==> config.mk <==
export PLATFORM = sky130hd
export DESIGN_NAME = sync_word_frame_extractor
export DESIGN_NICKNAME = d
export VERILOG_FILES = /design/src/sv/swfe_pkg.sv /design/src/sv/swfe_framer.sv /design/src/sv/swfe_out_queue.sv /design/src/sv/sync_word_frame_extractor.sv
export SDC_FILE = /design/constraint.sdc
export NUM_CORES = 1
export LEC_CHECK = 0
export BUFFER_PORTS_ARGS = -buffer_cell sky130_fd_sc_hd__buf_4
export CAP_MARGIN = 10
export CORE_UTILIZATION = 45
export CTS_CLUSTER_SIZE = 16
export DETAILED_ROUTE_END_ITERATION = 6
export PLACE_DENSITY = 0.74
export RECOVER_POWER = 50
export SYNTH_ARGS = -nofsm -noshare
export SYNTH_HDL_FRONTEND = slang
export SYNTH_SLANG_ARGS = --single-unit
==> constraint.sdc <==
create_clock -name clock -period 2.9 [get_ports clock]
set_clock_uncertainty 0.05 [all_clocks]
set_input_delay 0.29 -clock clock [delete_from_list [all_inputs] [get_ports clock]]
set_output_delay 0.29 -clock clock [all_outputs]
set_load 0.01 [all_outputs]
==> src/sv/swfe_pkg.sv <==
// ----------------------------------------------------------------------------
// swfe_pkg: shared types and constants for the sync word frame extractor
// Frame geometry, field widths and the word record passed to the output queue.
// ----------------------------------------------------------------------------
package swfe_pkg;

   // frame geometry
   localparam int FRAME_LEN = 26;
   localparam int BYTE_W    = 8;
   localparam int IDX_W     = 5;
   localparam int CSR_IDX_W = 1;

   // register indexes
   localparam logic [CSR_IDX_W-1:0] CSR_SYNC_FIRST  = 1'd0;
   localparam logic [CSR_IDX_W-1:0] CSR_SYNC_SECOND = 1'd1;

   // register reset values
   localparam logic [BYTE_W-1:0] SYNC_FIRST_RST  = 8'hAA;
   localparam logic [BYTE_W-1:0] SYNC_SECOND_RST = 8'h55;

   // output queue geometry
   localparam int OQ_DEPTH = 4;
   localparam int OQ_PTR_W = 2;
   localparam int OQ_CNT_W = 3;

   // one result word
   typedef struct packed {
      logic [BYTE_W-1:0] frame_byte;
      logic [IDX_W-1:0]  frame_index;
      logic              frame_last;
   } word_type;

   // up to two result words produced by one accepted byte
   typedef struct packed {
      logic     push0;
      logic     push1;
      word_type word0;
      word_type word1;
   } push_type;

endpackage

==> src/sv/swfe_framer.sv <==
// ----------------------------------------------------------------------------
// swfe_framer: sync hunt and frame position tracking
// Holds the sync registers and framing state, and turns each accepted byte
// into zero, one or two result words.
// ----------------------------------------------------------------------------
module swfe_framer (
   input  logic                             clock,
   input  logic                             reset,
   input  logic                             accept,
   input  logic [swfe_pkg::BYTE_W-1:0]      rx_byte,
   input  logic                             csr_wr_en,
   input  logic [swfe_pkg::CSR_IDX_W-1:0]   csr_index,
   input  logic [swfe_pkg::BYTE_W-1:0]      csr_wr_data,
   output swfe_pkg::push_type               push
);

   localparam logic SYNC_IS_LAST = (swfe_pkg::FRAME_LEN <= 2);

   logic [swfe_pkg::BYTE_W-1:0] sync_first_ff,  sync_first_in;
   logic [swfe_pkg::BYTE_W-1:0] sync_second_ff, sync_second_in;
   logic                        saw_first_ff,   saw_first_in;
   logic                        in_frame_ff,    in_frame_in;
   logic [swfe_pkg::IDX_W-1:0]  pos_ff,         pos_in;
   logic                        pos_last;

   // sync register writes
   always_comb begin
      sync_first_in  = sync_first_ff;
      sync_second_in = sync_second_ff;
      if (csr_wr_en) begin
         unique case (csr_index)
            swfe_pkg::CSR_SYNC_FIRST:  sync_first_in  = csr_wr_data;
            swfe_pkg::CSR_SYNC_SECOND: sync_second_in = csr_wr_data;
            default: ;
         endcase
      end
   end

   // current word closes the frame
   assign pos_last = ({1'b0, pos_ff} + 6'd1) >= 6'(swfe_pkg::FRAME_LEN);

   // hunt / pass-through decode
   always_comb begin
      saw_first_in = saw_first_ff;
      in_frame_in  = in_frame_ff;
      pos_in       = pos_ff;
      push         = '0;
      push.word0   = '{frame_byte: rx_byte, frame_index: pos_ff, frame_last: pos_last};
      push.word1   = '{frame_byte: sync_second_ff,
                       frame_index: swfe_pkg::IDX_W'(1),
                       frame_last: SYNC_IS_LAST};
      if (accept) begin
         priority if (in_frame_ff) begin
            push.push0 = 1'b1;
            if (pos_last) begin
               in_frame_in  = 1'b0;
               saw_first_in = 1'b0;
               pos_in       = '0;
            end else begin
               pos_in = pos_ff + swfe_pkg::IDX_W'(1);
            end
         end else if (saw_first_ff && (rx_byte == sync_second_ff)) begin
            // pair complete: emit both sync words
            push.push0 = 1'b1;
            push.push1 = 1'b1;
            push.word0 = '{frame_byte: sync_first_ff, frame_index: '0, frame_last: 1'b0};
            saw_first_in = 1'b0;
            if (SYNC_IS_LAST) begin
               in_frame_in = 1'b0;
               pos_in      = '0;
            end else begin
               in_frame_in = 1'b1;
               pos_in      = swfe_pkg::IDX_W'(2);
            end
         end else begin
            saw_first_in = (rx_byte == sync_first_ff);
         end
      end
   end

   always_ff @(posedge clock) begin
      if (reset) begin
         sync_first_ff  <= swfe_pkg::SYNC_FIRST_RST;
         sync_second_ff <= swfe_pkg::SYNC_SECOND_RST;
         saw_first_ff   <= 1'b0;
         in_frame_ff    <= 1'b0;
         pos_ff         <= '0;
      end else begin
         sync_first_ff  <= sync_first_in;
         sync_second_ff <= sync_second_in;
         saw_first_ff   <= saw_first_in;
         in_frame_ff    <= in_frame_in;
         pos_ff         <= pos_in;
      end
   end

endmodule

==> src/sv/swfe_out_queue.sv <==
// ----------------------------------------------------------------------------
// swfe_out_queue: result word queue
// Small queue that takes up to two words per cycle and hands out one word per
// cycle on the response channel while out_ready is high.
// ----------------------------------------------------------------------------
module swfe_out_queue (
   input  logic                   clock,
   input  logic                   reset,
   input  swfe_pkg::push_type     push,
   output logic                   room,
   output logic                   out_valid,
   input  logic                   out_ready,
   output swfe_pkg::word_type     out_word
);

   swfe_pkg::word_type                 mem_ff [swfe_pkg::OQ_DEPTH];
   logic [swfe_pkg::OQ_PTR_W-1:0]      wr_ptr_ff, wr_ptr_in;
   logic [swfe_pkg::OQ_PTR_W-1:0]      rd_ptr_ff, rd_ptr_in;
   logic [swfe_pkg::OQ_CNT_W-1:0]      cnt_ff,    cnt_in;
   logic                               pop;
   logic [swfe_pkg::OQ_CNT_W-1:0]      n_push;
   logic [swfe_pkg::OQ_PTR_W-1:0]      wr_ptr_nx;

   // space for a full pair, judged on the registered count
   assign room      = cnt_ff <= swfe_pkg::OQ_CNT_W'(swfe_pkg::OQ_DEPTH - 2);
   assign out_valid = cnt_ff != '0;
   assign out_word  = mem_ff[rd_ptr_ff];
   assign pop       = out_valid && out_ready;

   // pointer and count update
   always_comb begin
      n_push    = swfe_pkg::OQ_CNT_W'(push.push0) + swfe_pkg::OQ_CNT_W'(push.push1);
      wr_ptr_nx = wr_ptr_ff + swfe_pkg::OQ_PTR_W'(1);
      wr_ptr_in = wr_ptr_ff + n_push[swfe_pkg::OQ_PTR_W-1:0];
      rd_ptr_in = rd_ptr_ff + swfe_pkg::OQ_PTR_W'(pop);
      cnt_in    = cnt_ff + n_push - swfe_pkg::OQ_CNT_W'(pop);
   end

   always_ff @(posedge clock) begin
      if (reset) begin
         wr_ptr_ff <= '0;
         rd_ptr_ff <= '0;
         cnt_ff    <= '0;
      end else begin
         wr_ptr_ff <= wr_ptr_in;
         rd_ptr_ff <= rd_ptr_in;
         cnt_ff    <= cnt_in;
      end
   end

   // storage, no reset
   always_ff @(posedge clock) begin
      if (push.push0) begin
         mem_ff[wr_ptr_ff] <= push.word0;
      end
      if (push.push1) begin
         mem_ff[wr_ptr_nx] <= push.word1;
      end
   end

endmodule

==> src/sv/sync_word_frame_extractor.sv <==
// Words of an accepted byte are registered in the queue, then shown on rsp_.
// Throughput: one byte per cycle while req_ready is high; a completed sync
// pair gives two words; the 4-entry queue drains one per cycle on rsp_ready.
// req_ready drops while the queue holds more than two words.
// Reset (synchronous): hunting, queue empty, sync bytes 0xAA / 0x55.
// ----------------------------------------------------------------------------
// sync_word_frame_extractor: two-byte sync word deframer
// Hunts for the sync pair in the received byte stream and passes on fixed
// length frames with index and last marker.
// ----------------------------------------------------------------------------
module sync_word_frame_extractor (
   input  logic                             clock,
   input  logic                             reset,
   input  logic                             req_valid,
   output logic                             req_ready,
   input  logic [swfe_pkg::BYTE_W-1:0]      req_rx_byte,
   output logic                             rsp_valid,
   input  logic                             rsp_ready,
   output logic [swfe_pkg::BYTE_W-1:0]      rsp_frame_byte,
   output logic [swfe_pkg::IDX_W-1:0]       rsp_frame_index,
   output logic                             rsp_frame_last,
   input  logic                             csr_wr_en,
   input  logic [swfe_pkg::CSR_IDX_W-1:0]   csr_index,
   input  logic [swfe_pkg::BYTE_W-1:0]      csr_wr_data
);

   swfe_pkg::push_type push;
   swfe_pkg::word_type out_word;
   logic               room;

   assign req_ready = room;

   swfe_framer u_framer (
      .clock       (clock),
      .reset       (reset),
      .accept      (req_valid && room),
      .rx_byte     (req_rx_byte),
      .csr_wr_en   (csr_wr_en),
      .csr_index   (csr_index),
      .csr_wr_data (csr_wr_data),
      .push        (push)
   );

   swfe_out_queue u_out_queue (
      .clock     (clock),
      .reset     (reset),
      .push      (push),
      .room      (room),
      .out_valid (rsp_valid),
      .out_ready (rsp_ready),
      .out_word  (out_word)
   );

   assign rsp_frame_byte  = out_word.frame_byte;
   assign rsp_frame_index = out_word.frame_index;
   assign rsp_frame_last  = out_word.frame_last;

endmodule
==> summary.log <==
INFO  clocking       cts-htree-levels=3
INFO  sta            setup_viol_count_final=0
INFO  global_routing grt_pass1_wl=15,400µm
INFO  final_layout   layout.cells.most_common_list=76 x nand2_1, 54 x dfxtp_1, 32 x edfxtp_1
INFO  placed_design  total_half_perimeter_wirelength_after_legalization_and_detailed_placement=7010µm
INFO  clocking       ctsLongestPathBuffers=2
INFO  floorplanning  floorplan.initialDensity=0.460
INFO  logic_synthesis synthXorXnorAreaFrac=0.0435
INFO  sta            timing.final.crit_period=2600ps
INFO  logic_synthesis number_of_flops_mapped_to_enable_cells_by_yosys=32
INFO  sta            fin_setup_tns=0ps
INFO  logic_synthesis ys_warn_count=0
INFO  clocking       cts_clk_pin_slew_worst_paths=80ps
INFO  logic_synthesis synth_flop_cell=dfxtp_1
INFO  logic_synthesis post_synth_instance_area=4230µm²
INFO  logic_synthesis synth-compound-area-share=0.129
INFO  setup_path     r2r_slack=300ps
INFO  global_routing antenna_found_initial=0
INFO  clocking       clock-root-buffer=clkbuf_8
INFO  floorplanning  die-height=99.0µm
INFO  logic_synthesis main_combinational_cell_family_by_area_after_synthesis=simple AND/OR/NAND/NOR gates
INFO  final_layout   num-fill-cells=827
INFO  clocking       clk-insertion-delay-late=350ps
INFO  sta            layout_worst_path_cycle_share=0.897
INFO  logic_synthesis simple_gate_fraction_of_synth_area=0.179
INFO  global_routing grt_overflow_total=0
INFO  final_layout   antenna_cell_count=0
INFO  setup_path     capture_point_of_the_worst_reg_to_reg_path=u_out_queue.cnt_ff[2]
INFO  final_layout   area.growth.synth_to_final=12.4%
INFO  global_routing groute.usage.overall=0.203
INFO  sta            final-max-slew-violation-count=0
INFO  route          routedWlPerCell=16.5µm
INFO  logic_synthesis muxShareOfSynthArea=0.105
INFO  status         run_status=finished, violations left
INFO  route          drc=2
INFO  sta            fin_ws=299ps
INFO  route          route.vias.total=3,197
INFO  sta            achievable-frequency=0.384GHz
INFO  setup_path     worstSetupPathType=reg2reg
INFO  setup_path     critPathMostFrequentCell=xnor2_1
INFO  placed_design  pre_cts_ws=423ps
INFO  setup_path     crit_chain=a21oi_1, and3_1, and4_1, inv_4, ha_1, fa_1, xnor2_1, xnor2_1, nor2_1
INFO  floorplanning  design.die.area=9800µm²
INFO  floorplanning  num_rows=35
INFO  clocking       post_cts_resize_count=0
INFO  placed_design  place_congestion=0.847
INFO  setup_path     cp-startpoint=u_out_queue.cnt_ff[1]
INFO  final_layout   fraction_of_layout_instances_using_a_drive_strength_above_1=0.146
INFO  logic_synthesis synth-seq-area-share=0.482
INFO  logic_synthesis post_synth_inst_count=419
INFO  clocking       post-cts-setup-buffers=0
INFO  min_path       holdCritStartpoint=csr_wr_data[7]
INFO  route          avgViaCountPerCell=5.61
INFO  final_layout   layout_commonest_cell=nand2_1
INFO  setup_path     cp_max_stage_cell=fa_1
INFO  final_layout   layout.area.seq=2040µm²
INFO  sta            final_hold_viol_count=0
INFO  clocking       cts.sink_count=86
INFO  route          detailedRoute.firstPassIterationCount=7
INFO  setup_path     max_stage_delay=430ps
INFO  logic_synthesis synth.ff_latch_count=86
INFO  clocking       inserted_clock_buffers=9
INFO  placed_design  port_buf_inserts=37
INFO  global_routing pin_count_of_the_biggest_net_entering_global_routing=24
INFO  power_and_ir_drop power_density=581nW/µm²
INFO  floorplanning  floorplan.core_area=9200µm²
INFO  clocking       tritoncts_clock_tree=built
INFO  floorplanning  top_level_ports=38
INFO  logic_synthesis ys_types=52
INFO  final_layout   multi_input_area=2030µm²
INFO  logic_synthesis synth-adder-area-share=0.0254
INFO  setup_path     timing.critical_path.required=3060ps
INFO  logic_synthesis postSynth.asyncResetShare=0
INFO  run            drv_cap=0
INFO  power_and_ir_drop power.ir.vdd_worst=0.289mV
INFO  floorplanning  die_width=99.0µm
INFO  setup_path     crit_fanout=6
INFO  status         violations=DRC
INFO  clocking       hold_buffers=0
INFO  route          first_iter_violations=234
INFO  sta            max_slew_headroom=0.386
INFO  min_path       worst_hold_path.num_cells=3
INFO  setup_path     setup.worst_path.end_class=register
INFO  route          routed_wl=9380µm
INFO  logic_synthesis syn_area_per_cell=10.1µm²
INFO  min_path       hold_path_end=u_framer.sync_first_ff[7]
INFO  logic_synthesis synth_top_area_cell=dfxtp_1
INFO  setup_path     rr_startpoint=u_out_queue.cnt_ff[1]
INFO  sta            finalHoldWorstSlack=103ps
INFO  power_and_ir_drop static-leakage-power=1.76nW
INFO  route          antenna_left=0
INFO  setup_path     critical_path.startpoint_type=register
INFO  sta            tightestPinTransition=921ps
INFO  final_layout   final_nets=484
INFO  logic_synthesis synth_top_area_share=0.255
INFO  min_path       timing.hold.worst.class=in2reg
INFO  global_routing grt_pass1_vias=3,088
INFO  logic_synthesis syn-num-nets=449
INFO  sta            unrepaired_setup_endpoints_after_global_routing=no
INFO  logic_synthesis synthTopCellsByArea=dfxtp_1 26%, edfxtp_1 23%, mux4_2 7.4%, nand2_1 6.7%, xnor2_1 3.7%
INFO  setup_path     timing.critical_path.arrival=2770ps
INFO  setup_path     worstRegToRegCells=9
-- per-stage QoR --
step,util,cells,area [µm²],power (mW)
final,0.517,570,4760,2.77
after global routing,0.517,570,4760,2.90
after CTS,0.527,570,4850,2.86
after detailed placement,0.503,554,4630,1.99
after global placement,0.503,554,4630,1.98
after floorplan,-,419,4230,1.77
-- cells in the mapped netlist (all sizes together), types with 4 or more instances --
cell     count
nand2       76
dfxtp       54
o21ai       41
edfxtp      32
nand3       20
a21oi       19
xnor2       18
clkbuf      14
mux4        14
nor2        14
mux2i       13
inv         11
nor2b       11
a2bb2oi     10
and2         9
buf          8
ha           7
nor3         7
nand4        4
-- state kept, by name (all words and copies together), names as in the netlist --
signal                   cells
u_out_queue.wr_ptr_ff        2
u_out_queue.mem_ff          56
u_framer.in_frame_ff         1
u_framer.saw_first_ff        1
u_framer.pos_ff              5
u_framer.sync_first_ff       8
u_out_queue.rd_ptr_ff        2
u_out_queue.cnt_ff           3
u_framer.sync_second_ff      8
-- metal layers --
layer | wire length [µm] | share of wire | vias up | global-route usage
met5 | 0 | 0 | - | 0
met4 | 120 | 0.013 | 0 | 0.0850
met3 | 463 | 0.049 | 15 | 0.0433
met2 | 4510 | 0.48 | 99 | 0.328
met1 | 4280 | 0.46 | 1518 | 0.265
li1 | - | - | 1565 | -
-- worst max-delay path: cells and delay by family, from the launching register on --
family / cells / cell delay (ps)
and+or+nand+nor: 3 / 660
buffers and inverters: 1 / 50
AOI/OAI and AO/OA: 1 / 320
adders and majority gates: 2 / 730
xor gates and xnor gates: 2 / 310
DFF: 1 / 330
-- logic make-up (layout without fill, tap and decap cells) --
| kind of cell | count (synthesis) | in the layout |
|---|---|---|
| AO/OA/AOI/OAI | 88 | 88 |
| XOR/XNOR | 21 | 21 |
| adder cells (fa/ha/maj) | 8 | 8 |
| buffers and inverters | 33 | 73 |
| flip-flops | 86 | 86 |
| multiplexers | 27 | 27 |
| AND/OR/NAND/NOR | 156 | 156 |
-- report_power, final --
| part | switching (mW) | total, mW | internal (mW) |
|---|---|---|---|
| Combinational | 0.276 | 0.560 | 0.284 |
| Sequential | 0.0423 | 1.32 | 1.28 |
| Clock | 0.437 | 0.883 | 0.446 |
-- worst max path at each step --
stage / end / depth (start not counted)
2_1_floorplan: u_out_queue.cnt_ff[2] / 11
6_report: u_out_queue.cnt_ff[2] / 9
5_1_grt: u_out_queue.mem_ff[2][12] / 5
3_5_place_dp: u_out_queue.cnt_ff[2] / 10
3_3_place_gp: u_out_queue.cnt_ff[2] / 10
4_1_cts: u_out_queue.cnt_ff[2] / 9
-- layout make-up --
type / count / share of cell area
Inverter: 11 / 0.00920
Timing Repair Buffer: 46 / 0.0605
Tap cell: 111 / 0.0292
Multi-Input combinational cell: 300 / 0.426
Clock inverter: 4 / 0.00684
Sequential cell: 86 / 0.429
Clock buffer: 12 / 0.0394
Note: power is estimated with default switching activity, not from simulation.
